===== src/sawt_pkg.sv =====
package sawt_pkg;

   // field widths
   localparam int TYPE_W = 8;
   localparam int SEQ_W = 32;
   localparam int MASK_W = 64;
   localparam int BIT_W = 6;
   localparam int VERDICT_W = 2;

   // number of newest sequences reported one by one
   localparam int ACK_WINDOW = 64;
   localparam logic [SEQ_W-1:0] WIN_SPAN = SEQ_W'(ACK_WINDOW - 1);

   // sequence gap at or above which the receive mask keeps only the newest bit
   localparam logic [SEQ_W-1:0] GAP_CLEAR = SEQ_W'(MASK_W);

   // verdict codes
   localparam logic [VERDICT_W-1:0] VERDICT_NONE = 2'd0;
   localparam logic [VERDICT_W-1:0] VERDICT_ACKED = 2'd1;
   localparam logic [VERDICT_W-1:0] VERDICT_DROPPED = 2'd2;

   // register map
   localparam int CSR_ADDR_W = 3;
   localparam int CSR_DATA_W = 32;
   localparam int CSR_IDX_W = 1;
   localparam logic [CSR_IDX_W-1:0] REG_TYPE_LIMIT = 1'b0;
   localparam logic [TYPE_W-1:0] TYPE_LIMIT_RESET = 8'd16;

   // controller to datapath
   typedef struct packed {
      logic load;
      logic check;
      logic setup;
      logic advance;
   } cmd_type;

   // datapath to controller
   typedef struct packed {
      logic type_ok;
      logic is_last;
   } sts_type;

endpackage


===== src/sawt_if.sv =====
interface sawt_req_if;
   logic                            valid;
   logic                            ready;
   logic [sawt_pkg::TYPE_W-1:0]     packet_type;
   logic [sawt_pkg::SEQ_W-1:0]      rx_sequence;
   logic [sawt_pkg::SEQ_W-1:0]      peer_highest_ack;
   logic [sawt_pkg::MASK_W-1:0]     peer_ack_mask;

   modport source (
      output valid, packet_type, rx_sequence, peer_highest_ack, peer_ack_mask,
      input  ready
   );
   modport sink (
      input  valid, packet_type, rx_sequence, peer_highest_ack, peer_ack_mask,
      output ready
   );
endinterface

interface sawt_rsp_if;
   logic                            valid;
   logic                            ready;
   logic [sawt_pkg::SEQ_W-1:0]      report_sequence;
   logic [sawt_pkg::VERDICT_W-1:0]  verdict;
   logic [sawt_pkg::SEQ_W-1:0]      older_dropped_first;
   logic [sawt_pkg::SEQ_W-1:0]      older_dropped_count;
   logic [sawt_pkg::MASK_W-1:0]     own_ack_mask;
   logic                            last_of_run;

   modport source (
      output valid, report_sequence, verdict, older_dropped_first,
             older_dropped_count, own_ack_mask, last_of_run,
      input  ready
   );
   modport sink (
      input  valid, report_sequence, verdict, older_dropped_first,
             older_dropped_count, own_ack_mask, last_of_run,
      output ready
   );
endinterface


===== src/sawt_ctrl.sv =====
module sawt_ctrl (
   input  logic              clock,
   input  logic              reset,
   input  logic              req_valid,
   output logic              req_ready,
   output logic              rsp_valid,
   input  logic              rsp_ready,
   input  sawt_pkg::sts_type sts,
   output sawt_pkg::cmd_type cmd
);

   localparam logic [1:0] ST_IDLE  = 2'd0;
   localparam logic [1:0] ST_CHECK = 2'd1;
   localparam logic [1:0] ST_SETUP = 2'd2;
   localparam logic [1:0] ST_EMIT  = 2'd3;

   logic [1:0] state_ff;
   logic [1:0] state_in;

   // next state and commands
   always_comb begin
      state_in = state_ff;
      cmd = '0;
      req_ready = 1'b0;
      rsp_valid = 1'b0;
      case (state_ff)
         ST_IDLE: begin
            req_ready = 1'b1;
            if (req_valid) begin
               cmd.load = 1'b1;
               state_in = ST_CHECK;
            end
         end
         ST_CHECK: begin
            if (sts.type_ok) begin
               cmd.check = 1'b1;
               state_in = ST_SETUP;
            end else begin
               state_in = ST_IDLE;
            end
         end
         ST_SETUP: begin
            cmd.setup = 1'b1;
            state_in = ST_EMIT;
         end
         ST_EMIT: begin
            rsp_valid = 1'b1;
            if (rsp_ready) begin
               cmd.advance = 1'b1;
               if (sts.is_last) begin
                  state_in = ST_IDLE;
               end
            end
         end
         default: begin
            state_in = ST_IDLE;
         end
      endcase
   end

   // state register
   always_ff @(posedge clock) begin
      if (reset) begin
         state_ff <= ST_IDLE;
      end else begin
         state_ff <= state_in;
      end
   end

endmodule


===== src/sawt_dp.sv =====
module sawt_dp (
   input  logic                               clock,
   input  logic                               reset,
   input  sawt_pkg::cmd_type                  cmd,
   output sawt_pkg::sts_type                  sts,
   // configuration
   input  logic                               cfg_write,
   input  logic [sawt_pkg::TYPE_W-1:0]        cfg_type_limit,
   output logic [sawt_pkg::TYPE_W-1:0]        type_limit,
   // incoming header
   input  logic [sawt_pkg::TYPE_W-1:0]        packet_type,
   input  logic [sawt_pkg::SEQ_W-1:0]         rx_sequence,
   input  logic [sawt_pkg::SEQ_W-1:0]         peer_highest_ack,
   input  logic [sawt_pkg::MASK_W-1:0]        peer_ack_mask,
   // result fields
   output logic [sawt_pkg::SEQ_W-1:0]         report_sequence,
   output logic [sawt_pkg::VERDICT_W-1:0]     verdict,
   output logic [sawt_pkg::SEQ_W-1:0]         older_dropped_first,
   output logic [sawt_pkg::SEQ_W-1:0]         older_dropped_count,
   output logic [sawt_pkg::MASK_W-1:0]        own_ack_mask,
   output logic                               last_of_run
);

   // persistent state
   logic [sawt_pkg::TYPE_W-1:0]  type_limit_ff, type_limit_in;
   logic [sawt_pkg::SEQ_W-1:0]   highest_ack_seen_ff, highest_ack_seen_in;
   logic [sawt_pkg::SEQ_W-1:0]   last_rx_sequence_ff, last_rx_sequence_in;
   logic [sawt_pkg::MASK_W-1:0]  receive_mask_ff, receive_mask_in;

   // latched header
   logic [sawt_pkg::TYPE_W-1:0]  type_ff, type_in;
   logic [sawt_pkg::SEQ_W-1:0]   rx_ff, rx_in;
   logic [sawt_pkg::SEQ_W-1:0]   peer_ff, peer_in;
   logic [sawt_pkg::MASK_W-1:0]  peer_mask_ff, peer_mask_in;

   // run working registers
   logic [sawt_pkg::SEQ_W-1:0]   start_ff, start_in;
   logic [sawt_pkg::SEQ_W-1:0]   win_lo_ff, win_lo_in;
   logic [sawt_pkg::SEQ_W-1:0]   cur_ff, cur_in;
   logic [sawt_pkg::SEQ_W-1:0]   old_first_ff, old_first_in;
   logic [sawt_pkg::SEQ_W-1:0]   old_count_ff, old_count_in;
   logic                         first_ff, first_in;
   logic                         none_ff, none_in;

   logic [sawt_pkg::SEQ_W-1:0]   gap;
   logic [sawt_pkg::SEQ_W-1:0]   seen;
   logic [sawt_pkg::SEQ_W-1:0]   offset;
   logic [sawt_pkg::BIT_W-1:0]   bit_sel;

   // status to the controller
   assign sts.type_ok = (type_ff != '0) && (type_ff < type_limit_ff);
   assign sts.is_last = (cur_ff == peer_ff);

   always_comb begin
      type_limit_in = type_limit_ff;
      highest_ack_seen_in = highest_ack_seen_ff;
      last_rx_sequence_in = last_rx_sequence_ff;
      receive_mask_in = receive_mask_ff;
      type_in = type_ff;
      rx_in = rx_ff;
      peer_in = peer_ff;
      peer_mask_in = peer_mask_ff;
      start_in = start_ff;
      win_lo_in = win_lo_ff;
      cur_in = cur_ff;
      old_first_in = old_first_ff;
      old_count_in = old_count_ff;
      first_in = first_ff;
      none_in = none_ff;

      gap = rx_ff - last_rx_sequence_ff;
      seen = (highest_ack_seen_ff == '0) ? (peer_ff - 32'd1) : highest_ack_seen_ff;

      // register write
      if (cfg_write) begin
         type_limit_in = cfg_type_limit;
      end

      // capture header
      if (cmd.load) begin
         type_in = packet_type;
         rx_in = rx_sequence;
         peer_in = peer_highest_ack;
         peer_mask_in = peer_ack_mask;
      end

      // receive mask update and run bounds
      if (cmd.check) begin
         if (gap >= sawt_pkg::GAP_CLEAR) begin
            receive_mask_in = {{(sawt_pkg::MASK_W-1){1'b0}}, 1'b1};
         end else begin
            receive_mask_in = (receive_mask_ff << gap[sawt_pkg::BIT_W-1:0])
                              | {{(sawt_pkg::MASK_W-1){1'b0}}, 1'b1};
         end
         start_in = seen + 32'd1;
         win_lo_in = (peer_ff >= sawt_pkg::WIN_SPAN) ? (peer_ff - sawt_pkg::WIN_SPAN) : '0;
         highest_ack_seen_in = peer_ff;
         last_rx_sequence_in = rx_ff;
      end

      // split the run into older drops and in-window part
      if (cmd.setup) begin
         first_in = 1'b1;
         if (start_ff > peer_ff) begin
            none_in = 1'b1;
            cur_in = peer_ff;
            old_first_in = '0;
            old_count_in = '0;
         end else if (start_ff < win_lo_ff) begin
            none_in = 1'b0;
            cur_in = win_lo_ff;
            old_first_in = start_ff;
            old_count_in = win_lo_ff - start_ff;
         end else begin
            none_in = 1'b0;
            cur_in = start_ff;
            old_first_in = '0;
            old_count_in = '0;
         end
      end

      // step to the next sequence
      if (cmd.advance) begin
         cur_in = cur_ff + 32'd1;
         first_in = 1'b0;
      end
   end

   always_ff @(posedge clock) begin
      if (reset) begin
         type_limit_ff <= sawt_pkg::TYPE_LIMIT_RESET;
         highest_ack_seen_ff <= '0;
         last_rx_sequence_ff <= '0;
         receive_mask_ff <= '0;
      end else begin
         type_limit_ff <= type_limit_in;
         highest_ack_seen_ff <= highest_ack_seen_in;
         last_rx_sequence_ff <= last_rx_sequence_in;
         receive_mask_ff <= receive_mask_in;
      end
   end

   // payload registers
   always_ff @(posedge clock) begin
      type_ff <= type_in;
      rx_ff <= rx_in;
      peer_ff <= peer_in;
      peer_mask_ff <= peer_mask_in;
      start_ff <= start_in;
      win_lo_ff <= win_lo_in;
      cur_ff <= cur_in;
      old_first_ff <= old_first_in;
      old_count_ff <= old_count_in;
      first_ff <= first_in;
      none_ff <= none_in;
   end

   // result fields
   assign offset = peer_ff - cur_ff;
   assign bit_sel = offset[sawt_pkg::BIT_W-1:0];

   always_comb begin
      if (none_ff) begin
         verdict = sawt_pkg::VERDICT_NONE;
      end else if (peer_mask_ff[bit_sel]) begin
         verdict = sawt_pkg::VERDICT_ACKED;
      end else begin
         verdict = sawt_pkg::VERDICT_DROPPED;
      end
   end

   assign report_sequence = cur_ff;
   assign older_dropped_first = first_ff ? old_first_ff : '0;
   assign older_dropped_count = first_ff ? old_count_ff : '0;
   assign own_ack_mask = receive_mask_ff;
   assign last_of_run = sts.is_last;
   assign type_limit = type_limit_ff;

endmodule


===== src/selective_ack_window_tracker_core.sv =====
// Selective-ack window tracker.
// The req channel carries one received packet header per transaction
// (type, sequence, peer's highest ack, 64-bit peer ack mask). For a valid
// type the rsp channel delivers one transaction per newly covered sent
// sequence inside the 64-sequence window, oldest first, each marked
// acknowledged or dropped; the first carries the count of older drops and
// last_of_run marks the final one. A header with nothing new gives one
// transaction with verdict 0; an invalid type gives none.
// After the header is taken the block passes through the type check and
// then the run setup before the first result is valid. Results then leave
// one per cycle while the receiver is ready; an invalid header returns the
// block to idle after the type check. The result step loop of the
// controller paces the run; req ready is high only while the block is idle.
// When the receiver stalls the current result holds and the run pauses.
// Synchronous reset clears the ack history, receive mask and sequence
// state, and sets type_limit (APB register at byte address 0) to 16.
module selective_ack_window_tracker_core (
   input  logic                                 clock,
   input  logic                                 reset,
   sawt_req_if.sink                             req_ch,
   sawt_rsp_if.source                           rsp_ch,
   input  logic                                 psel,
   input  logic                                 penable,
   input  logic                                 pwrite,
   input  logic [sawt_pkg::CSR_ADDR_W-1:0]      paddr,
   input  logic [sawt_pkg::CSR_DATA_W-1:0]      pwdata,
   output logic [sawt_pkg::CSR_DATA_W-1:0]      prdata,
   output logic                                 pready
);

   sawt_pkg::cmd_type              cmd;
   sawt_pkg::sts_type              sts;
   logic                           cfg_write;
   logic                           sel_type_limit;
   logic [sawt_pkg::TYPE_W-1:0]    type_limit;

   // register decode
   assign sel_type_limit = (paddr[sawt_pkg::CSR_ADDR_W-1:2] == sawt_pkg::REG_TYPE_LIMIT);
   assign cfg_write = psel && penable && pwrite && sel_type_limit;
   assign pready = 1'b1;
   assign prdata = sel_type_limit ? {{(sawt_pkg::CSR_DATA_W-sawt_pkg::TYPE_W){1'b0}}, type_limit}
                                  : '0;

   sawt_ctrl u_ctrl (
      .clock     (clock),
      .reset     (reset),
      .req_valid (req_ch.valid),
      .req_ready (req_ch.ready),
      .rsp_valid (rsp_ch.valid),
      .rsp_ready (rsp_ch.ready),
      .sts       (sts),
      .cmd       (cmd)
   );

   sawt_dp u_dp (
      .clock               (clock),
      .reset               (reset),
      .cmd                 (cmd),
      .sts                 (sts),
      .cfg_write           (cfg_write),
      .cfg_type_limit      (pwdata[sawt_pkg::TYPE_W-1:0]),
      .type_limit          (type_limit),
      .packet_type         (req_ch.packet_type),
      .rx_sequence         (req_ch.rx_sequence),
      .peer_highest_ack    (req_ch.peer_highest_ack),
      .peer_ack_mask       (req_ch.peer_ack_mask),
      .report_sequence     (rsp_ch.report_sequence),
      .verdict             (rsp_ch.verdict),
      .older_dropped_first (rsp_ch.older_dropped_first),
      .older_dropped_count (rsp_ch.older_dropped_count),
      .own_ack_mask        (rsp_ch.own_ack_mask),
      .last_of_run         (rsp_ch.last_of_run)
   );

endmodule


===== src/flat_wrapper.sv =====
// flat-port wrapper written by rule: the top's interface ports become plain ports
module selective_ack_window_tracker_core_flat 
  (clock, reset, psel, penable, pwrite, paddr, pwdata, prdata, pready, req_ch_valid, req_ch_packet_type, req_ch_rx_sequence, req_ch_peer_highest_ack, req_ch_peer_ack_mask, req_ch_ready, rsp_ch_valid, rsp_ch_report_sequence, rsp_ch_verdict, rsp_ch_older_dropped_first, rsp_ch_older_dropped_count, rsp_ch_own_ack_mask, rsp_ch_last_of_run, rsp_ch_ready);
  sawt_req_if req_ch_i ();
  sawt_rsp_if rsp_ch_i ();
  input  logic clock;
  input  logic reset;
  input  logic psel;
  input  logic penable;
  input  logic pwrite;
  input  logic [sawt_pkg::CSR_ADDR_W-1:0] paddr;
  input  logic [sawt_pkg::CSR_DATA_W-1:0] pwdata;
  output logic [sawt_pkg::CSR_DATA_W-1:0] prdata;
  output logic pready;
  input wire logic [$bits(req_ch_i.valid)-1:0] req_ch_valid;
  input wire logic [$bits(req_ch_i.packet_type)-1:0] req_ch_packet_type;
  input wire logic [$bits(req_ch_i.rx_sequence)-1:0] req_ch_rx_sequence;
  input wire logic [$bits(req_ch_i.peer_highest_ack)-1:0] req_ch_peer_highest_ack;
  input wire logic [$bits(req_ch_i.peer_ack_mask)-1:0] req_ch_peer_ack_mask;
  output wire logic [$bits(req_ch_i.ready)-1:0] req_ch_ready;
  output wire logic [$bits(rsp_ch_i.valid)-1:0] rsp_ch_valid;
  output wire logic [$bits(rsp_ch_i.report_sequence)-1:0] rsp_ch_report_sequence;
  output wire logic [$bits(rsp_ch_i.verdict)-1:0] rsp_ch_verdict;
  output wire logic [$bits(rsp_ch_i.older_dropped_first)-1:0] rsp_ch_older_dropped_first;
  output wire logic [$bits(rsp_ch_i.older_dropped_count)-1:0] rsp_ch_older_dropped_count;
  output wire logic [$bits(rsp_ch_i.own_ack_mask)-1:0] rsp_ch_own_ack_mask;
  output wire logic [$bits(rsp_ch_i.last_of_run)-1:0] rsp_ch_last_of_run;
  input wire logic [$bits(rsp_ch_i.ready)-1:0] rsp_ch_ready;
  assign req_ch_i.valid = req_ch_valid;
  assign req_ch_i.packet_type = req_ch_packet_type;
  assign req_ch_i.rx_sequence = req_ch_rx_sequence;
  assign req_ch_i.peer_highest_ack = req_ch_peer_highest_ack;
  assign req_ch_i.peer_ack_mask = req_ch_peer_ack_mask;
  assign req_ch_ready = req_ch_i.ready;
  assign rsp_ch_valid = rsp_ch_i.valid;
  assign rsp_ch_report_sequence = rsp_ch_i.report_sequence;
  assign rsp_ch_verdict = rsp_ch_i.verdict;
  assign rsp_ch_older_dropped_first = rsp_ch_i.older_dropped_first;
  assign rsp_ch_older_dropped_count = rsp_ch_i.older_dropped_count;
  assign rsp_ch_own_ack_mask = rsp_ch_i.own_ack_mask;
  assign rsp_ch_last_of_run = rsp_ch_i.last_of_run;
  assign rsp_ch_i.ready = rsp_ch_ready;
  selective_ack_window_tracker_core u_core (.clock(clock), .reset(reset), .req_ch(req_ch_i), .rsp_ch(rsp_ch_i), .psel(psel), .penable(penable), .pwrite(pwrite), .paddr(paddr), .pwdata(pwdata), .prdata(prdata), .pready(pready));
endmodule

===== config.mk =====
export PLATFORM = sky130hd
export DESIGN_NAME = selective_ack_window_tracker_core_flat
export DESIGN_NICKNAME = d
export VERILOG_FILES = /design/src/sawt_pkg.sv /design/src/sawt_if.sv /design/src/sawt_ctrl.sv /design/src/sawt_dp.sv /design/src/selective_ack_window_tracker_core.sv /design/src/flat_wrapper.sv
export SDC_FILE = /design/constraint.sdc
export NUM_CORES = 1
export LEC_CHECK = 0
export ABC_CLOCK_PERIOD_IN_PS = 4200
export BUFFER_PORTS_ARGS = -buffer_cell sky130_fd_sc_hd__buf_2
export CORE_MARGIN = 2
export CORE_UTILIZATION = 53
export DETAILED_ROUTE_END_ITERATION = 7
export GPL_ROUTABILITY_DRIVEN = 0
export PLACE_DENSITY = 0.75
export SLEW_MARGIN = 10
export SYNTH_ARGS = -nofsm -noshare
export SYNTH_HDL_FRONTEND = slang
export SYNTH_SLANG_ARGS = --single-unit

===== constraint.sdc =====
create_clock -name clock -period 4.2 [get_ports clock]
set_input_delay 0.84 -clock clock [delete_from_list [all_inputs] [get_ports clock]]
set_output_delay 0.84 -clock clock [all_outputs]
set_load 0.02 [all_outputs]

==> results.toml, run 1 <==
[critical_path]
arrival_ns = 3.59
r2r_setup_slack_ns = 0.12
r2r_cells = 22
cp-end-kind = "output pin"
r2r_start = "u_core.u_dp.peer_ff[0]$_DFFE_PP_"
r2r_end = "u_core.u_dp.start_ff[22]$_DFFE_PP_"
cp-startpoint = "u_core.u_dp.peer_ff[0]$_DFFE_PP_"
crit_path_start_kind = "flip-flop"
critPathKind = "reg2out"
worstPathMaxFanout = 8
required_ns = 3.36

[place]
dp_cells = 3909
placed_cell_area_sq_um = 30200
post-dp-hpwl_microns = 57000
portBuffers = 324

[floorplanning]
io_pins = 376
die-area_sq_um = 54400
row_count = 84
die_x_microns = 233
core_area_sq_um = 52200
start_util_pct = 53.3
die_y_microns = 233

[yosys]
synth_top_cell_by_area = "edfxtp_1"
yosysSeqAreaShare_pct = 42.0
synth_cell_types = 94
synth_edf_count = 297
syn_avg_cell_area_sq_um = 9.25
syn_inst = 3012
post-synth-top-area-fraction_pct = 32.0
ys_ff_latch = 436
ys_async_sr_fraction_pct = 0
synth_area_leaders = "edfxtp_1, dfxtp_1, nand2_1"
ys_warn_count = 0
synth_area_sq_um = 27900
synth_ff_type = "edfxtp_1"

[sta]
rsz0062_at_grt = "true"
period_needed_ns = 4.43
slew_headroom_pct = 23.4
worst_slew_pin_slew_ns = 1.14
fin_crit_sh_pct = 105
hold-worst-slack_ns = 0.408
fin_skew_ns = 0.0158
fmax_mhz = 226
slew_violations = 0
setup_violations = 2
setup_ws_ns = -0.226
hold_viol = 0

[grt]
grtUsageTotal_pct = 27.9
first_global_vias = 22500
grt_max_degree = 102
grt_overflow = 0
antenna_found_initial = 17
grt_pass1_wl_microns = 120000

[finish]
final_cell_area_sq_um = 32100
nets = 3575
stdcell_count = 4021
n_fill_cell = 4262
drive_above_1_share_pct = 18.9
post-route-util_pct = 61.5
synthToLayoutAreaGrowth_pct = 15.2

[pwr]
p_leak_nw = 12.6
power_density_nw_per_um2 = 387
peakVddDrop_v = 0.000320
power_mw = 12.4

[clocking]
cts_hold_buf = 0
cts_tree = "built"
path_clk_slew_ns = 0.06
cts_sinks = 436
cts_buffers = 47
htree_levels = 2
clk_latency_ns = 0.61
cts_buffer_depth = 3
clockRootBuffer = "clkbuf_16"

[routing]
wirelength_microns = 77600
routed-via-count = 24000
vias_per_cell = 5.97
ant_nets = 0
drt_iter0_markers = 2684
drc = 0
dr.pass1.iters = 6
post_drt_wl_per_cell_microns = 19.3

[worst_hold_path]
hold_start = "req_ch_peer_ack_mask[3]"
min_path_cells = 1
min_to = "u_core.u_dp.peer_mask_ff[3]$_DFFE_PP_"
holdCritPathClass = "in2reg"

[outcome]
outcome = "finished, violations left"
violations = "setup timing"

[run]
drv_cap = 0
[layout make-up]
cell class / instances / area [sq um] / area share (%)
Multi-Input combinational cell: 2252 / 15000 / 46.6
Sequential cell: 436 / 11700 / 36.5
Timing Repair Buffer: 401 / 2340 / 7.28
Clock buffer: 51 / 1200 / 3.74
Tap cell: 688 / 861 / 2.68
Inverter: 145 / 547 / 1.70
Clock inverter: 36 / 464 / 1.45
Antenna cell: 12 / 30.0 / 0.0935
[flip-flops by register name (all words and copies together), names as in the netlist, named ones only]
signal / cells
u_core.u_dp.type_limit: 8
u_core.u_dp.peer_ff: 32
u_core.u_dp.old_first_ff: 32
u_core.u_dp.start_ff: 32
u_core.u_dp.own_ack_mask: 64
u_core.u_dp.rx_ff: 32
u_core.u_dp.win_lo_ff: 32
u_core.u_dp.first_ff: 1
u_core.u_dp.peer_mask_ff: 64
u_core.u_dp.last_rx_sequence_ff: 32
u_core.u_dp.type_ff: 8
u_core.u_dp.old_count_ff: 32
u_core.u_ctrl.state_ff: 1
u_core.u_dp.highest_ack_seen_ff: 32
u_core.u_dp.report_sequence: 32
u_core.u_dp.none_ff: 1
[metal layers]
layer | global-route usage [%] | wire length (microns) | vias up
li1 | - | - | 11300
met1 | 36.4 | 30500 | 11100
met2 | 45.5 | 36000 | 1301
met3 | 5.04 | 7570 | 242
met4 | 12.2 | 3390 | 14
met5 | 0 | 84 | -
[per-stage QoR]
step / setup TNS [ns] / setup WS (ns)
floorplan: 0 / 0.0129
global placement: 0 / 0.273
detailed placement: 0 / 0.228
CTS: -0.366 / -0.226
global route: -0.587 / -0.333
finish: -0.382 / -0.226
[worst max-delay path, cell delays in order, from the launching register on]
cell,delay [ns]
edfxtp_1,0.41
inv_2,0.10
ha_4,0.13
inv_2,0.04
fa_2,0.63
buf_12,0.16
mux4_2,0.29
mux4_2,0.50
mux2_4,0.30
o21ai_4,0.13
nor2b_1,0.14
buf_4,0.15
[cell usage after synthesis (all sizes together) (75+ instances only)]
master / n
inv: 144
dfxtp: 139
clkbuf: 152
nor2: 252
o21ai: 221
nand2: 451
xnor2: 129
mux2i: 75
ha: 111
a21oi: 215
edfxtp: 297
and2: 77
[power by group]
group          switching (mW)  internal [mW]
sequential              0.148           4.85
combinational            1.80           1.10
clock                    1.81           2.70
total                    3.76           8.64
[cells in the final DEF (no fill, tap or decap), types with 9 or more instances in the layout]
cell type  instances
nand2_1          450
buf_2            322
edfxtp_1         297
nor2_1           248
a21oi_1          214
o21ai_0          214
inv_1            142
dfxtp_1          139
xnor2_1          127
ha_1             108
and2_1            75
mux2i_1           74
buf_4             69
nand3_1           68
mux4_2            67
a21o_1            66
nor3_1            64
clkbuf_16         47
xor2_1            39
nand4_1           37
nor4_1            31
a31oi_1           26
conb_1            25
and3_1            23
a211oi_1          21
nor2b_1           20
o211ai_1          20
o21a_1            17
nand2b_1          14
o31ai_1           13
diode_2           12
or2_2             12
clkinv_2          10
bufinv_16         10
o22ai_1            9
buf_12             9
[how the worst max path moves through the flow]
stage	end	cells after the start
2_1_floorplan	rsp_ch_verdict[1]	12
3_3_place_gp	rsp_ch_verdict[1]	11
3_5_place_dp	rsp_ch_verdict[1]	11
4_1_cts	rsp_ch_verdict[1]	12
5_1_grt	rsp_ch_verdict[1]	11
6_report	rsp_ch_verdict[1]	11
[logic make-up after synthesis]
family / Yosys count / synth area share [%]
adders and majority gates: 114 / 5.20
buffers and inverters: 347 / 5.62
other: 2 / 0.0270
DFF: 436 / 42.0
muxes: 150 / 8.43
AOI/OAI and AO/OA: 690 / 15.0
xor gates and xnor gates: 171 / 5.37
and+or+nand+nor: 1102 / 18.4
[repair_timing]
item | CTS | global route
pin swaps | 0 | 8
endpoints found under the setup margin | 2 | 22
gates cloned | 1 | 0
setup buffers | 10 | 2
resized for setup | 13 | 15
(Power assumes the default switching activity.)
==> inputs of run 2 (changes only) <==
SETUP_SLACK_MARGIN = 0.02   (was unset)
==> results.toml, run 2 (synthesis results as in run 1) <==
[outcome]
outcome = "finished, violations left"
violations = "DRC, setup timing"

[sta]
hold_viol = 0
slew_headroom_pct = 24.6
slew_violations = 0
fmax_mhz = 225
setup_tns_ns = -0.415
fin_crit_sh_pct = 106
setup_violations = 2
fin_skew_ns = 0.0219
period_needed_ns = 4.44
worst_slew_pin_slew_ns = 1.13
setup_ws_ns = -0.240
rsz0062_at_grt = "true"

[routing]
drt_iter0_markers = 2602
route.met2.wl_microns = 35500
routed-via-count = 24100
wl_met1_microns = 30000
vias_per_cell = 6.00
ant_nets = 0
top_layer = "met5"
post_drt_wl_per_cell_microns = 19.2
dr.pass1.iters = 8
wl_met3_microns = 7860
wirelength_microns = 77100
drc = 10

[floorplanning]
start_util_pct = 53.3
io_pins = 376
die-area_sq_um = 54400
row_count = 84
core_area_sq_um = 52200
die_x_microns = 233
die_y_microns = 233

[finish]
layout_commonest_cell = "nand2_1"
n_fill_cell = 4310
post-route-util_pct = 61.0
multi_input_area_sq_um = 14900
drive_above_1_share_pct = 18.4
layout_common_cells = "nand2_1, buf_2, edfxtp_1, nor2_1, o21ai_0"
nets = 3569
regArea_sq_um = 11700
synthToLayoutAreaGrowth_pct = 14.4

[pwr]
power_density_nw_per_um2 = 381
power_frac_seq_pct = 41.1
p_comb_share_pct = 23.7
p_switching_mw = 3.69
p_int_mw = 8.47
power_mw = 12.2
peakVddDrop_v = 0.000321
clockPowerShare_pct = 35.2
p_leak_nw = 12.5
switching_share_pct = 30.3

[critical_path]
critPathKind = "reg2out"
required_ns = 3.36
worstPathMaxFanout = 8
cp-end-kind = "output pin"
crit_path_start_kind = "flip-flop"
r2r_setup_slack_ns = 0.31
arrival_ns = 3.60

[run]
drv_cap = 0

[worst_hold_path]
holdCritPathClass = "in2reg"

[clocking]
cts_tree = "built"
cts_buffers = 47
htree_levels = 2
clk_latency_ns = 0.60
cts_buffer_depth = 3
cts_sinks = 436
clockRootBuffer = "clkbuf_16"
path_clk_slew_ns = 0.06
cts_hold_buf = 0

[grt]
first_global_vias = 22900
grtUsageTotal_pct = 28.1
grt_overflow = 0
antenna_found_initial = 13
grt_pass1_wl_microns = 121000
grt_max_degree = 131

[place]
portBuffers = 324
post-dp-hpwl_microns = 57900
pre_cts_slack_ns = 0.182
==> run 2: cell types whose count changed in the layout (fill, tap and decap cells not counted), sizes merged, moves of 5 or more <==
cell,delta
bufinv,-5
buf,-7
clkbuf,+12
diode,-5
clkinvlp,-5
==> run 2: repair_timing <==
item / 4_1_cts / 5_1_grt
setup endpoints to repair: 2 / 24
gates resized for setup: 4 / 10
pin swaps: 0 / 3
cloned: 0 / 1
buffers inserted: 0 / 1
==> run 2: worst max-delay path, stage by stage (launching register included) <==
cell and delay, ns:
edfxtp_1 0.40, inv_2 0.10, ha_4 0.13, inv_2 0.04, fa_2 0.63, buf_12 0.16, mux4_2 0.30, mux4_2 0.49
mux2_4 0.30, o21ai_4 0.16, nor2b_4 0.16, buf_6 0.11
==> run 2: worst paths after layout <==
check	startpoint	to	cells after the start
min	req_ch_peer_ack_mask[6]	u_core.u_dp.peer_mask_ff[6]$_DFFE_PP_	1
max	u_core.u_dp.peer_ff[0]$_DFFE_PP_	rsp_ch_verdict[1]	11
max reg2reg	u_core.u_dp.rx_ff[5]$_DFFE_PP_	u_core.u_dp.own_ack_mask[14]$_SDFFE_PP0P_	12
min reg2reg	u_core.u_dp.last_rx_sequence_ff[17]$_SDFFE_PP0P_	u_core.u_dp.last_rx_sequence_ff[17]$_SDFFE_PP0P_	2
==> run 2: area by class of cell <==
class	instances	share of cell area [%]
clock inverter	26	0.863
inverter	145	1.71
antenna	7	0.0549
multi-input combinational	2252	46.7
timing repair buffer	395	7.11
clock buffer	62	4.15
sequential	436	36.7
tap	688	2.70
==> run 2: power by group through the flow <==
stage	Combinational [mW]	Clock [mW]	Sequential (mW)
after floorplan	2.06	0	5.04
after global placement	2.70	0	5.07
after detailed placement	2.77	0	5.08
after CTS	2.80	4.35	4.99
after global routing	3.15	4.51	5.01
final	2.89	4.28	4.99
==> run 2: through the flow <==
stage	std cells	area (sq um)	hold slack, ns
after floorplan	3035	28000	0.436
final	4011	31900	0.412
after global routing	4007	31900	0.390
after detailed placement	3914	30200	0.449
after global placement	3914	30200	0.442
after CTS	4002	31800	0.381
==> run 2: per-layer routing <==
metal / global-route usage [%] / up-vias
li1: - / 11300
met1: 36.4 / 11200
met2: 45.6 / 1336
met3: 5.26 / 264
met4: 12.9 / 18
met5: 0 / -
